## src/hw/rtl/mpbm_pkg.sv

```systemverilog
// Shared constants and types of the multi-pattern byte matcher.
package mpbm_pkg;

	localparam logic [1:0] CMD_LOAD     = 2'd0;
	localparam logic [1:0] CMD_SCAN     = 2'd1;
	localparam logic [1:0] CMD_NEW_SCAN = 2'd2;

	localparam logic       REG_MAX_FINDINGS = 1'b0;
	localparam logic [15:0] MAX_FINDINGS_RST = 16'hFFFF;

	// Most findings one image byte may produce.
	localparam int RESULT_CAP = 16;

	// Pending pattern load, broadcast to every slot.
	typedef struct packed {
		logic       busy;
		logic [3:0] slot;
		logic [8:0] len;
		logic [5:0] idx;
		logic [7:0] value;
		logic [2:0] kw;
		logic       enc;
	} ld_req_t;

endpackage

```

## src/hw/rtl/mpbm_cell.sv

```systemverilog
// One history cell: holds a byte of the window, passes it on, compares it to every slot.
module mpbm_cell import mpbm_pkg::*; #(
	parameter int SLOTS = 16
) (
	input  logic                  clk,
	input  logic                  shift,
	input  logic [7:0]            byte_in,
	output logic [7:0]            byte_out,
	input  logic [SLOTS-1:0][7:0] pat,
	output logic [SLOTS-1:0]      eq
);

	logic [7:0] hist_q;

	always_ff @(posedge clk) begin
		if (shift) begin
			hist_q <= byte_in;
		end
	end

	assign byte_out = hist_q;

	always_comb begin
		for (int s = 0; s < SLOTS; s++) begin
			eq[s] = (pat[s] == hist_q);
		end
	end

endmodule

```

## config.mk

```make
export PLATFORM = sky130hd
export DESIGN_NAME = mpbm_cell
export DESIGN_NICKNAME = d
export VERILOG_FILES = /design/src/hw/rtl/mpbm_pkg.sv /design/src/hw/rtl/mpbm_cell.sv
export SDC_FILE = /design/constraint.sdc
export NUM_CORES = 1
export LEC_CHECK = 0
export BUFFER_PORTS_ARGS = -buffer_cell sky130_fd_sc_hd__buf_2
export CAP_MARGIN = 20
export CORE_MARGIN = 3
export CORE_UTILIZATION = 40
export CTS_CLUSTER_SIZE = 14
export DETAILED_ROUTE_END_ITERATION = 8
export PLACE_DENSITY_LB_ADDON = 0.15
export RECOVER_POWER = 25
export SYNTH_ARGS = -nofsm -noshare
export SYNTH_HDL_FRONTEND = slang
export SYNTH_SLANG_ARGS = --single-unit
```

## constraint.sdc

```tcl
create_clock -name clk -period 3.3 [get_ports clk]
set_input_delay 0.495 -clock clk [delete_from_list [all_inputs] [get_ports clk]]
set_output_delay 0.495 -clock clk [all_outputs]
set_load 0.05 [all_outputs]
```

* Yosys cells after proc, flatten, opt, wreduce, memory -nomap -nowiden
Index checks and enable logic that the tools add are counted.
Widths: inputs -> output; s select.
** Operators by class
- Eq/ne operators :: 16
** Operators with widths (number)
- $eq 8x8->1 :: 16
** Word-level totals
- Register bits after elaboration :: 8
- Input bits :: 138
- Output and inout bits :: 24
- Logic and storage cells :: 17

* Depth between registers and ports, before layout
Gate-level depths: netlist of run 1.
- Depth in word-level cells :: 1
- Mapped depth :: 5

* Worst setup path before layout of run 1
OpenSTA, ideal clock, no wires.
- Path type :: register to output
- From :: register hist_q[2] (netlist: byte_out[2])
- To :: output eq[0]
- Data arrival time :: 1.887 ns
- Required time :: 2.805 ns
- Slack :: 0.918 ns
- Stages on the path, launching flop included :: 6
- Cell sequence :: edfxtp_1 > buf_6 > buf_12 > xnor2_1 > nand4_1 > nor2_1
** On the way
- Cells in the longest elaborated chain, start to end :: 1
** RTL lines
- start: declaration :: RTL line mpbm_cell.sv:13 : logic [7:0] hist_q;
- start signal: assignment :: RTL line mpbm_cell.sv:17 : hist_q <= byte_in;
- $eq 8x8->1 :: RTL line mpbm_cell.sv:25 : eq[s] = (pat[s] == hist_q);
- end: declaration :: RTL line mpbm_cell.sv:10 : output logic [SLOTS-1:0] eq
No other way between the ends.

* Worst setup path in the final report of run 1
- From :: register hist_q[2] (netlist: byte_out[2])
- To :: output eq[1]
The elaborated chain is that of the path after synthesis.

==> run_results.csv, run 1 <==
group,metric,value,unit
setup_path,path_max_fanout,17,
yosys,yosysUniqueCellTypes,7,
pwr,p_per_area,248.7,nW/um^2
yosys,synth-seq-area-share,13.24,%
global_route,antenna_found_initial,0,
global_route,grt_first_pass_wirelength,8894,um
clock_network,postCtsHoldBufs,0,
routing,viasPerCell,4.674,
routing,vias,1879,
global_route,grt_pass1_vias,1935,
finish,syn2layout_area_growth,41.10,%
pwr,leakage,1.068,nW
setup_path,crit_required,2.80,ns
finish,layout.cells.non_filler,402,
sta,whs,0.4443,ns
routing,drtIter0Drc,35,
worst_hold_path,hold_path.class,"in2reg",
placed_design,port_buffers,161,
clock_network,h-tree-depth,1,
yosys,synth_top_area_share,61.79,%
routing,drc_errors,0,
sta,fin_crit,2.418,ns
floorplanning,fp.dieH,73.35,um
clock_network,clk_path_buf_depth,2,
floorplanning,core,4173,um^2
pwr,intPower,0.0004027,W
floorplanning,ios,162,
yosys,synth.avg_cell_area,9.071,um^2
sta,timing.fmax,413.6,MHz
pwr,totalPowerFinal,0.0006365,W
sta,setup_viol,0,
sta,hold_violations,0,
pwr,ir_drop,309.9,uV
outcome,status,"completed",
yosys,dominantRegCellSynth,"edfxtp_1",
global_route,grt_max_degree,18,
yosys,syn_inst,200,
floorplanning,die_width,73.35,um
routing,first_pass_iters,4,
placed_design,dp_cells,399,
floorplanning,rows,23,
global_route,grt.overflow.total,0,
yosys,yosys_warnings,0,
pwr,power_frac_comb,57.3,%
finish,drive_gt1_share,47.44,%
sta,post-route-period-util,73.27,%
routing,drt_wl_total,5806,um
sta,fin_tns_setup,0,ns
setup_path,cp.arrival,1.92,ns
setup_path,start_kind,"flop",
yosys,synth_edf_count,8,
clock_network,root_buffer,"clkbuf_8",
pwr,switching_power,0.0002338,W
finish,finish.utilization,61.35,%
yosys,yosysTopAreaCell,"xnor2_1",
routing,final_antenna_net_count,0,
sta,slew_headroom,40.16,%
yosys,yosys-top-cells-count,"128 x xnor2_1, 32 x nand4_1, 16 x nor2_1",
finish,largest_reg_flops,8,
pwr,power.share.clock,17.8,%
yosys,synth_area_leaders,"xnor2_1 62%, edfxtp_1 13%, nand4_1 11%",
clock_network,cts_buffers,3,
yosys,ys_async_sr_fraction,0,%
finish,fin_nets,492,
placed_design,gp_congestion,0.8415,
clock_network,cts-resized-gates,0,
finish,n_fill_cell,417,
clock_network,cts_tree,"done",
yosys,synth.most_common_cell,"xnor2_1",
setup_path,end_kind,"output pin",
clock_network,clkSinkCount,8,
pwr,power_frac_seq,24.9,%
worst_hold_path,whs_path_depth,1,
job,maxCapViolCount,0,
placed_design,dp_hpwl,4964,um
pwr,p_sw_share,36.74,%
yosys,ys_ff_latch,8,
sta,tightest_slew,0.8976,ns
sta,rsz0062_at_grt,"false",
sta,finalMaxSlewViolations,0,
clock_network,path_clk_slew,0.04,ns
floorplanning,die_area,5379,um^2
clock_network,cts_setup_buffers,0,
yosys,syn-num-nets,338,
finish,diodes,0,
routing,wl_per_cell,14.44,um
global_route,grt_use_total,21.05,%
setup_path,crit_type,"reg2out",
floorplanning,initial_core_util,43.48,%
yosys,synth_area,1814,um^2
==> layout by cell type, fill, tap and decap left out <==
cell	instances
buf_2	160
xnor2_1	128
nand4_1	32
nor2_1	16
edfxtp_1	8
buf_4	4
clkbuf_8	3
clkbuf_1	1
==> final timing paths <==
check / from / slack [ns] / end
max: byte_out[2] / 0.88 / eq[1]
min: byte_in[2] / 0.44 / byte_out[2]
==> logic make-up (layout without fill, tap and decap cells) <==
family | count (synthesis) | after routing | synth area share (%)
xor gates and xnor gates | 128 | 128 | 61.79
DFF | 8 | 8 | 13.24
buffers and inverters | 16 | 168 | 10.62
and+or+nand+nor | 48 | 48 | 14.34
==> critical path, stage by stage (launching register included) <==
cell and delay (ns):
edfxtp_1 0.93, xnor2_1 0.19, nand4_1 0.17, nor2_1 0.13, buf_2 0.27
==> through the flow <==
stage / setup slack, ns / cell area, um^2
finish: 0.8821 / 2560
global route: 0.7035 / 2560
CTS: 0.8448 / 2561
detailed placement: 1.095 / 2520
global placement: 1.102 / 2520
floorplan: 0.9180 / 1814
==> metal layers <==
metal	wire length [um]	up-vias	global-route usage, %
li1	-	960	-
met1	2298	828	26.03
met2	2955	81	38.33
met3	454	10	3.283
met4	99	0	4.225
met5	0	-	0
==> power by group through the flow <==
stage	Clock [W]	Combinational, W	Sequential [W]
after floorplan	0	0.000265	0.000156
after detailed placement	0	0.000366	0.000161
after global routing	0.000123	0.000398	0.000162
after CTS	0.000116	0.000369	0.000159
after global placement	0	0.000365	0.000160
final	0.000113	0.000365	0.000158
==> final cells by class <==
type | instances | area (um^2) | area share, %
multi-input cells | 176 | 1381 | 53.96
clock buffers | 3 | 41.29 | 1.613
repair buffers | 165 | 834.6 | 32.60
flip-flops and latches | 8 | 240.2 | 9.384
well taps | 50 | 62.56 | 2.444
Power figures use the tool's default switching activity.
==> run 2: changes to the inputs <==
Settings changed: ABC_AREA set to 1.
Clock period 3.3 ns to 2.4 ns, I/O delays scaled along.
==> run 2 against run 1 <==
  * Non-clock buffer count is 4 higher
  * Global-route usage rose by 2.6 points
  * Die area up 50%
  * Total power up 57%
  * Routed wire length is 68% higher
  * First-iteration DRC count grew to 3.5 times the previous value
  * Clock-buffer cell count stayed put
  * Largest cell class unchanged
==> run_results.csv, run 2 <==
group,metric,value,unit
worst_hold_path,hold_path.class,"in2reg",
global_route,grt.overflow.total,0,
floorplanning,rows,29,
floorplanning,ios,162,
sta,slew_headroom,69.38,%
routing,viasPerCell,4.338,
yosys,yosys_warnings,0,
routing,vias,3930,
yosys,yosys-top-cells-count,"416 x nand2_1, 128 x inv_1, 80 x nor2_1",
routing,wl_met2,4439,um
sta,timing.fmax,473.2,MHz
placed_design,dp_hpwl,7991,um
finish,fin_nets,952,
global_route,grt_max_degree,19,
floorplanning,fp.dieH,89.93,um
clock_network,h-tree-depth,1,
global_route,antenna_found_initial,1,
clock_network,clkSinkCount,8,
setup_path,startpoint,"byte_out[3]",
sta,fin_crit,2.113,ns
yosys,ys_ff_latch,8,
worst_hold_path,holdCritStartpoint,"byte_in[1]",
outcome,status,"completed",
sta,setup_viol,0,
yosys,syn-num-nets,802,
pwr,intPower,0.0005222,W
clock_network,clk_path_buf_depth,2,
sta,rsz0062_at_grt,"false",
pwr,ir_drop,429.1,uV
setup_path,start_kind,"flop",
yosys,yosysUniqueCellTypes,9,
pwr,power_frac_comb,66.3,%
floorplanning,initial_core_util,42.90,%
yosys,syn_inst,664,
global_route,grt_use_total,23.62,%
setup_path,path_max_fanout,17,
yosys,dominantRegCellSynth,"edfxtp_1",
placed_design,dp_cells,901,
routing,final_antenna_net_count,0,
pwr,power_frac_seq,17.9,%
yosys,synth_top_area_share,55.42,%
finish,syn2layout_area_growth,29.35,%
yosys,synth.avg_cell_area,4.244,um^2
setup_path,crit_type,"reg2out",
yosys,yosysTopAreaCell,"nand2_1",
routing,drc_errors,0,
routing,drt_wl_total,9745,um
setup_path,cp.arrival,1.75,ns
routing,met1_length,4411,um
sta,post-route-period-util,88.06,%
routing,top_layer,"met4",
setup_path,crit_required,2.04,ns
pwr,leakage,2.807,nW
sta,hold_violations,0,
clock_network,cts_tree,"done",
routing,wl_per_cell,10.76,um
routing,first_pass_iters,4,
placed_design,port_buffers,161,
yosys,synth_area_leaders,"nand2_1 55%, inv_1 17%, nor2_1 11%",
pwr,p_sw_share,47.88,%
sta,fin_tns_setup,0,ns
global_route,grt_pass1_vias,3677,
finish,layout.cells.non_filler,906,
finish,fin_area,3645,um^2
finish,mostFrequentLayoutCells,"416 x nand2_1, 160 x buf_2, 128 x inv_1, 80 x nor2_1",
placed_design,gp_congestion,0.9169,
routing,dr_wl_met3,731,um
yosys,synth-seq-area-share,8.526,%
sta,whs,0.3086,ns
routing,drtIter0Drc,121,
finish,n_fill_cell,740,
finish,drive_gt1_share,22.04,%
floorplanning,die_area,8087,um^2
sta,finalMaxSlewViolations,0,
floorplanning,die_width,89.93,um
placed_design,place_area,3595,um^2
yosys,synth.most_common_cell,"nand2_1",
pwr,p_per_area,274.9,nW/um^2
pwr,switching_power,0.0004798,W
global_route,grt_first_pass_wirelength,16330,um
clock_network,path_clk_slew,0.04,ns
clock_network,root_buffer,"clkbuf_8",
setup_path,end_kind,"output pin",
yosys,ys_async_sr_fraction,0,%
yosys,synth_area,2818,um^2
clock_network,cts_buffers,3,
sta,tightest_slew,0.4593,ns
job,maxCapViolCount,0,
pwr,totalPowerFinal,0.001002,W
finish,largest_reg_flops,8,
finish,final_common_cell,"nand2_1",
pwr,power.share.clock,15.8,%
yosys,synth_edf_count,8,
floorplanning,core,6568,um^2
## run 2: cell types whose count changed in the layout (fill, tap and decap cells not counted)
cell,previous run,this run
nand2_1,0,416
inv_1,0,128
xnor2_1,128,0
nor2_1,16,80
nand4_1,32,0
inv_2,0,5
buf_4,4,8
inv_4,0,3
diode_2,0,1
## run 2: critical path, stage by stage (launching register included)
cell,delay (ns)
edfxtp_1,0.33
buf_4,0.23
inv_2,0.19
nand2_1,0.10
nand2_1,0.05
nor2_1,0.11
nand2_1,0.08
nor2_1,0.15
buf_2,0.28
## run 2: repair_timing
item	4_1_cts	5_1_grt
hold buffers	0	0
hold endpoints to repair	0	0
setup endpoints to repair	0	1
gates resized for setup	0	0
buffers inserted	0	1
## run 2: final timing paths
check | endpoint | slack, ns | cells past startpoint
worst min-delay path | byte_out[1] | 0.31 | 1
worst max-delay path | eq[10] | 0.29 | 8
## run 2: power by group through the flow
stage               Combinational [W]  Sequential [W]  Clock (W)
floorplan                    0.000420        0.000213          0
global placement             0.000645        0.000184          0
detailed placement           0.000661        0.000184          0
CTS                          0.000663        0.000182   0.000162
global route                 0.000767        0.000182   0.000169
finish                       0.000665        0.000180   0.000158
## run 2: metrics by stage
stage | util, % | worst slack [ns]
6_report | 55.50 | 0.2865
3_3_place_gp | 54.73 | 0.4464
5_1_grt | 55.50 | 0.1278
3_5_place_dp | 54.73 | 0.4349
4_1_cts | 55.36 | 0.1895
2_1_floorplan | - | 0.1204
## run 2: metal layers
metal / global-route usage, % / up-vias
met5: 0 / -
met4: 4.209 / 0
met3: 3.756 / 14
met2: 40.66 / 142
met1: 31.49 / 1631
li1: - / 2143
## run 2: cell families (layout without fill, tap and decap cells)
logic type             Yosys count  after routing  share of synthesized area [%]
AND/OR/NAND/NOR                496            496                          66.07
buffers and inverters          160            308                          25.40
flip-flops                       8              8                          8.526
other                            0              1                              0
## run 2: area by class of cell
| class | count | area, um^2 | area share (%) |
|---|---|---|---|
| antenna | 1 | 2.502 | 0.06866 |
| sequential | 8 | 240.2 | 6.591 |
| timing repair buffer | 169 | 864.6 | 23.72 |
| multi-input combinational | 496 | 1862 | 51.08 |
| inverter | 136 | 518.0 | 14.21 |
| tap | 93 | 116.4 | 3.193 |
| clock buffer | 3 | 41.29 | 1.133 |
