===== config.mk =====
export PLATFORM = sky130hd
export DESIGN_NAME = mpbm_slot
export DESIGN_NICKNAME = d
export VERILOG_FILES = /design/src/hw/rtl/mpbm_pkg.sv /design/src/hw/rtl/mpbm_slot.sv
export SDC_FILE = /design/constraint.sdc
export NUM_CORES = 1
export LEC_CHECK = 0
export BUFFER_PORTS_ARGS = -buffer_cell sky130_fd_sc_hd__buf_2
export CAP_MARGIN = 5
export CORE_MARGIN = 2
export CORE_UTILIZATION = 24
export DETAILED_ROUTE_END_ITERATION = 10
export HOLD_SLACK_MARGIN = 0.05
export PLACE_DENSITY = 0.44
export SLEW_MARGIN = 20
export SYNTH_ARGS = -nofsm -noshare
export SYNTH_HDL_FRONTEND = slang
export SYNTH_SLANG_ARGS = --single-unit

===== constraint.sdc =====
create_clock -name clk -period 5.9 [get_ports clk]
set_input_delay 0.295 -clock clk [delete_from_list [all_inputs] [get_ports clk]]
set_output_delay 0.295 -clock clk [all_outputs]
set_load 0.05 [all_outputs]

===== src/hw/rtl/mpbm_pkg.sv =====
// Shared constants and types of the multi-pattern byte matcher.
package mpbm_pkg;

	localparam logic [1:0] CMD_LOAD     = 2'd0;
	localparam logic [1:0] CMD_SCAN     = 2'd1;
	localparam logic [1:0] CMD_NEW_SCAN = 2'd2;

	localparam logic       REG_MAX_FINDINGS = 1'b0;
	localparam logic [15:0] MAX_FINDINGS_RST = 16'hFFFF;

	// Most findings one image byte may produce.
	localparam int RESULT_CAP = 16;

	// Pending pattern load, broadcast to every slot.
	typedef struct packed {
		logic       busy;
		logic [3:0] slot;
		logic [8:0] len;
		logic [5:0] idx;
		logic [7:0] value;
		logic [2:0] kw;
		logic       enc;
	} ld_req_t;

endpackage


===== src/hw/rtl/mpbm_slot.sv =====
// One pattern slot: age-aligned pattern bytes, length, tags and the no-overlap bound.
module mpbm_slot import mpbm_pkg::*; #(
	parameter int SLOT_ID           = 0,
	parameter int MAX_PATTERN_BYTES = 64,
	parameter int OFFSET_BITS       = 48,
	localparam int LW = $clog2(MAX_PATTERN_BYTES + 1),
	localparam int AW = $clog2(MAX_PATTERN_BYTES)
) (
	input  logic                              clk,
	input  logic                              arst_n,
	input  ld_req_t                           ld,
	input  logic [MAX_PATTERN_BYTES-1:0]      eq,
	input  logic                              eval,
	input  logic                              clear,
	input  logic [OFFSET_BITS-1:0]            end_ofs,
	output logic                              hit,
	output logic                              ld_done,
	output logic [MAX_PATTERN_BYTES-1:0][7:0] pat,
	output logic [LW-1:0]                     len,
	output logic [2:0]                        kw,
	output logic                              enc
);

	// pat_q[a] holds the pattern byte that must equal the byte of age a.
	logic [7:0]             pat_q [MAX_PATTERN_BYTES];
	logic [LW-1:0]          len_q;
	logic [2:0]             kw_q;
	logic                   enc_q;
	logic [OFFSET_BITS-1:0] ens_q;
	logic                   sel;
	logic [LW-1:0]          tgt;
	logic [LW:0]            wsum;
	logic [AW-1:0]          wpos;
	logic                   idx_ok;
	logic [OFFSET_BITS-1:0] len_ext;
	logic                   cmp_ok;

	assign sel     = ld.busy && (int'(ld.slot) == SLOT_ID);
	assign tgt     = LW'(ld.len);
	assign idx_ok  = int'(ld.idx) < MAX_PATTERN_BYTES;
	assign ld_done = sel && (len_q == tgt);

	always_comb begin
		wsum = (LW+1)'(len_q) + (LW+1)'(MAX_PATTERN_BYTES - 1) - (LW+1)'(ld.idx);
		if (wsum >= (LW+1)'(MAX_PATTERN_BYTES)) begin
			wsum = wsum - (LW+1)'(MAX_PATTERN_BYTES);
		end
		wpos = AW'(wsum);
	end

	// A length change rotates the aligned bytes one place a cycle, so no byte is lost.
	always_ff @(posedge clk) begin
		if (sel) begin
			if (len_q < tgt) begin
				for (int a = 0; a < MAX_PATTERN_BYTES; a++) begin
					pat_q[a] <= pat_q[(a + MAX_PATTERN_BYTES - 1) % MAX_PATTERN_BYTES];
				end
			end else if (len_q > tgt) begin
				for (int a = 0; a < MAX_PATTERN_BYTES; a++) begin
					pat_q[a] <= pat_q[(a + 1) % MAX_PATTERN_BYTES];
				end
			end else if (idx_ok) begin
				pat_q[wpos] <= ld.value;
			end
		end
	end

	always_ff @(posedge clk or negedge arst_n) begin
		if (!arst_n) begin
			len_q <= '0;
			kw_q  <= '0;
			enc_q <= 1'b0;
			ens_q <= '0;
		end else begin
			if (clear) begin
				ens_q <= '0;
			end else if (eval && hit) begin
				ens_q <= end_ofs;
			end
			if (sel) begin
				if (len_q < tgt) begin
					len_q <= len_q + LW'(1);
				end else if (len_q > tgt) begin
					len_q <= len_q - LW'(1);
				end else begin
					kw_q  <= ld.kw;
					enc_q <= ld.enc;
				end
			end
		end
	end

	assign len_ext = OFFSET_BITS'(len_q);

	always_comb begin
		cmp_ok = 1'b1;
		for (int a = 0; a < MAX_PATTERN_BYTES; a++) begin
			if ((a < int'(len_q)) && !eq[a]) begin
				cmp_ok = 1'b0;
			end
		end
	end

	assign hit = (len_q != '0) && (end_ofs >= len_ext) && ((end_ofs - len_ext) >= ens_q)
		&& cmp_ok;

	always_comb begin
		for (int a = 0; a < MAX_PATTERN_BYTES; a++) begin
			pat[a] = pat_q[a];
		end
	end

	assign len = len_q;
	assign kw  = kw_q;
	assign enc = enc_q;

endmodule


* After elaboration in Yosys (flattened, before gate mapping)
Memories as Yosys holds them, arrays and structs flattened. Index checks and enable logic that the tools add are counted.
Storage, ports and cells: memories kept 1, logic and storage cells 435, memory bits (writable) 512, flip-flop bits (word level) 59, bits of input ports 148, output and inout bits 525
Cells by class: magnitude comparators 69, add/subtract/negate cells 6, muxes and demuxes 147, equal/unequal tests 1, bitwise logic cells 66, reduce and logical (&&, ||, !) cells 141
Memories:
- pat_q | depth 64, bits a word 8, read ports 64, clocked after Yosys merged registers in 0, write ports 64, line mpbm_slot.sv:25 | logic [7:0] pat_q [MAX_PATTERN_BYTES];
Operators by type and width (count):
- 2-to-1 mux 8 bit | 65
- < comparator 6 x 7 -> 1 bit (first input constant) | 32
- < comparator 5 x 7 -> 1 bit (first input constant) | 16
- 2-to-1 mux 48 bit | 2
- 2-to-1 mux 1 bit | 76
- logical AND 1 bit | 70
- logical NOT 1 bit | 64
- OR 1 bit | 64
- < comparator 4 x 7 -> 1 bit (first input constant) | 8
- >= comparator 48 bit | 1
- >= comparator 48 x 7 -> 1 bit | 1
- subtractor 48 x 7 -> 48 bit | 1
- < comparator 3 x 7 -> 1 bit (first input constant) | 4
- < comparator 1 x 7 -> 1 bit (first input constant) | 2
- < comparator 2 x 7 -> 1 bit (first input constant) | 2
- 2-to-1 mux 7 bit | 2
- 2-to-1 mux 6 bit | 2
- adder 7 x 6 -> 8 bit (second input constant) | 1
- >= comparator 8 x 7 -> 1 bit (second input constant) | 1
- OR reduction 8 bit | 1
- subtractor 8 x 6 -> 8 bit | 1
- adder 7 x 1 -> 7 bit (second input constant) | 1
- == test 7 bit | 1
- > comparator 7 bit | 1
- 9 further kinds | 11

* Logic depth before layout (Yosys ltp)
depth in word-level cells 70, depth in mapped cells 24

* Worst setup path after synthesis
No wires, ideal clock.
path type register to output, start point register len_q[6] (netlist: len[6]), end point output port hit, cell stages (with the launch flop) 18, path buffers 3, setup slack 605 ps, arrival time 5000 ps, cells stage by stage dfrtp_1 -> buf_1 -> inv_1 -> ha_1 -> or3_1 -> or3_1 -> clkbuf_1 -> nand2b_1 -> clkbuf_1 -> nor4_1 -> nand4b_1 -> xnor2_1 -> ha_1 -> nand4_1 -> or4_1 -> o211ai_1 -> a211oi_1 -> nor2_1
Between the ends: longest elaborated chain between the ends 67, elaborated cells on any way between the ends 199, classes of those cells add/sub: 1; order compare: 66; mux: 64; reduce/logical: 68
RTL lines:
- start, declared | line mpbm_slot.sv:26 | logic [LW-1:0] len_q;
- start signal, assigned | line mpbm_slot.sv:82 | len_q <= len_q + LW'(1);
- start signal, assigned | line mpbm_slot.sv:84 | len_q <= len_q - LW'(1);
- < comparator 1 x 7 -> 1 bit | line mpbm_slot.sv:98 | if ((a < int'(len_q)) && !eq[a]) begin
- logical AND 1 bit | line mpbm_slot.sv:98
- 2-to-1 mux 1 bit (64 in a row) | line mpbm_slot.sv:98
- logical AND 1 bit * | line mpbm_slot.sv:105 | && cmp_ok;
- end, declared | line mpbm_slot.sv:16 | output logic hit,
Every way passes the cells marked *; elsewhere a longest branch is shown, timed or not.

* Final worst setup path
Ends and elaborated chain as after synthesis.

==> results.md <==
* Post-synth EDFFs at 512
* Mux share of post-synthesis cell area at 16.9%
* Hold buffer count at CTS at 53
* H-tree depth at 3
* Worst slew pin tran at 1200 ps
* Clk_lat worst skew at 690 ps
* DR DRC count at 0
* Core ar. at 137000 µm²
* GR Overflow Total at 0
* Worst setup SP type: flip-flop
* Seq/Total Area, Yosys at 50.8%
* DIE AREA at 141000 µm²
* Io pins at 673
* Synth-to-layout area growth at 26.5%
* Synth top area cells: edfxtp_1, mux2i_1, o21ai_0
* Initial core utilization at 24.2%
* Layout Cell Area excl Fill at 42000 µm²
* FF+latch count, synth at 571
* Num CTS Buffers at 79
* Clock Skews at 51.9 ps
* CTS sink count at 571
* Antenna viol nets, final at 0
* DR iter-0 viols at 2142
* Status: finished, final reports clean
* CTS tree: yes
* Routed vias/inst at 4.69
* Critical Path RT at 5610 ps
* Distinct cells, synth at 67
* Vias in the first global route at 26100
* Area share of fa/ha/maj cells after synthesis at 2.98%
* CTS max path bufs at 3
* Leak Pwr at 16.4 nW
* Largest family of logic cells by synthesized area: multiplexers
* Max-slew violation count at 0
* Max FO, Critical Path at 7
* FILL cells at 14300
* Rows at 136
* HPWL after detailed placement at 104 mm
* Unrepaired setup endpoints after global routing: no
* Worst slack, placed at 547 ps
* All-Layer GR Usage at 19.2%
* VDD IR max at 0.000184 V
* Post-DP Area at 38800 µm²
* WP data arrival at 5070 ps
* Post-Synthesis Cells at 3236
* Asr flop ratio synth at 10.3%
* Final Worst Setup Slack at 534 ps
* Post-synthesis compound-gate area fraction at 11.4%
* Warnings, synthesis at 0
* Commonest non-fill, non-tap cell in the layout: buf_2
* Critical path endpoint category: primary output
* Antenna violations before repair at 15
* PortBufs at 670
* Final Setup Violations at 0
* Final core occ at 30.6%
* Area leader, netlist: edfxtp_1
* Rel. slew slack at 20.1%
* Nets@finish at 4145
* Drt pass-1 iters at 5
* Period utilization at 90.9%
* CTS clk-pin slew, worst paths at 50 ps
* Cell area power density at 266 nW/µm²
* Max cap viols at 0
* Most used DFF post-synth: edfxtp_1
* Critical-path cell list: inv_1, ha_1, or3_1, or3_1, nand2b_1, buf_4, nor4_1, nand4b_1, xnor2_1, ha_1, nand4_1, or4_1, o211ai_1, a211oi_1, buf_4, nor2_1, buf_2
* CP max-delay cell: or4_1
* Routed vias at 27100
* Commonest non-fill, non-tap cells in the layout: buf_2, mux2i_1, o21ai_0, nand2_1, edfxtp_1
* Synth top area share at 46.3%
* Final hold violation count at 0
* Fmax at 0.186 GHz
* Gp weighted congestion at 0.837
* First-pass GRT wire length at 197 mm
* Setup TNS at 0 ps
* Critical path type: reg -> out
* CTS resizes at 0
* Min-Delay Path Class: in -> reg
* Cell area after synthesis at 33200 µm²
* Share of cells above drive strength 1 at 23.1%
* Max stage delay on crit path at 570 ps
* Cell family with most CP delay: simple AND/OR/NAND/NOR gates
* Syn Nets at 3461
* Routed WL at 140 mm
* Wire length per cell at 24.3 µm
* Die Span Y at 376 µm
* Synth Area in Simple Gates at 12.6%
* Design Power at 11.2 mW
* Chip Width at 376 µm
* Xor/xnor share of the synthesized area at 1.48%
* Synthesized area per cell at 10.3 µm²
* Largest net degree at the start of global routing at 135
* Post-CTS setup buffers at 0
* Critical path buffers and inverters at 4
* Clock root cell: clkbuf_16
* Final min period at 5370 ps
-- path summary, 6_finish.rpt --
check / from / slack (ps) / depth (start not counted) / to
worst min register to register: kw[1] / 470 / 2 / kw[1]
worst min-delay path: ld[7] / 140 / 3 / pat_q[49][3]
min in group asynchronous: arst_n / 370 / 3 / ens_q[32]
worst max register to register: len[1] / 630 / 19 / ens_q[5]
max in group asynchronous: arst_n / 4940 / 3 / kw[2]
worst max-delay path: len[6] / 530 / 17 / hit
-- metrics by stage --
step                instances  hold WS [ps]
CTS                      5779          93.4
detailed placement       5580           463
global placement         5580           462
floorplan                3236        -0.591
finish                   5783           143
global route             5780           141
-- cells in the mapped netlist, types with 4 or more instances --
| cell | instances |
|---|---|
| a21oi_1 | 99 |
| o21a_1 | 4 |
| o21ai_0 | 528 |
| a21o_1 | 14 |
| dfrtp_1 | 59 |
| xnor2_1 | 34 |
| buf_2 | 44 |
| ha_1 | 75 |
| a31oi_1 | 5 |
| nand2_1 | 526 |
| nor3_1 | 23 |
| nor4_1 | 16 |
| nor2b_1 | 15 |
| a221oi_1 | 5 |
| nand2b_1 | 120 |
| nand4_1 | 14 |
| buf_1 | 16 |
| or2_2 | 6 |
| nand3_1 | 25 |
| o22ai_1 | 7 |
| clkbuf_1 | 179 |
| edfxtp_1 | 512 |
| or3_1 | 12 |
| nor2_2 | 4 |
| mux2i_1 | 560 |
| o21ai_1 | 14 |
| or4_1 | 5 |
| xor2_1 | 22 |
| a22o_1 | 4 |
| inv_1 | 72 |
| and4_1 | 4 |
| a211oi_1 | 6 |
| nor2_1 | 146 |
| o2111ai_1 | 4 |
-- tightest hold or removal path: stages --
cell     delay (ps)
buf_4           260
nand2_1          70
o21ai_0          70
-- registers in the layout (all words and copies together), names as in the netlist --
| signal | flops |
|---|---|
| ens_q | 48 |
| kw | 3 |
| len | 7 |
| pat_q | 512 |
| enc | 1 |
-- report_power, final --
| group | internal [mW] | switching, mW |
|---|---|---|
| Clock | 2.89 | 2.04 |
| Combinational | 0.520 | 1.22 |
| Sequential | 4.43 | 0.0537 |
-- area by class of cell --
class	instances	area [µm²]	area share [%]
Clock inverter	42	532	1.27
Timing Repair Buffer	847	4880	11.6
Sequential cell	571	16900	40.1
Antenna cell	4	10.0	0.0238
Tap cell	1794	2240	5.35
Multi-Input combinational cell	2345	15100	36.0
Clock buffer	104	2070	4.93
Inverter	76	285	0.680
-- per-layer routing --
| metal | wire, µm | track usage [%] | vias up | share of wire (%) |
|---|---|---|---|---|
| li1 | - | - | 13000 | - |
| met1 | 64200 | 26.7 | 13000 | 46 |
| met2 | 63600 | 30.2 | 890 | 45 |
| met3 | 8740 | 3.63 | 168 | 6.2 |
| met4 | 3800 | 5.93 | 8 | 2.7 |
| met5 | 51 | 0 | - | 0.036 |
-- logic make-up (layout without fill, tap and decap cells) --
| group | Yosys count | after routing |
|---|---|---|
| AOI/OAI and AO/OA | 716 | 716 |
| xor gates and xnor gates | 56 | 56 |
| adders and majority gates | 78 | 78 |
| buffers and inverters | 320 | 1069 |
| DFF | 571 | 571 |
| muxes | 560 | 560 |
| other | 0 | 4 |
| and+or+nand+nor | 935 | 935 |
Power figures use the tool's default switching activity.
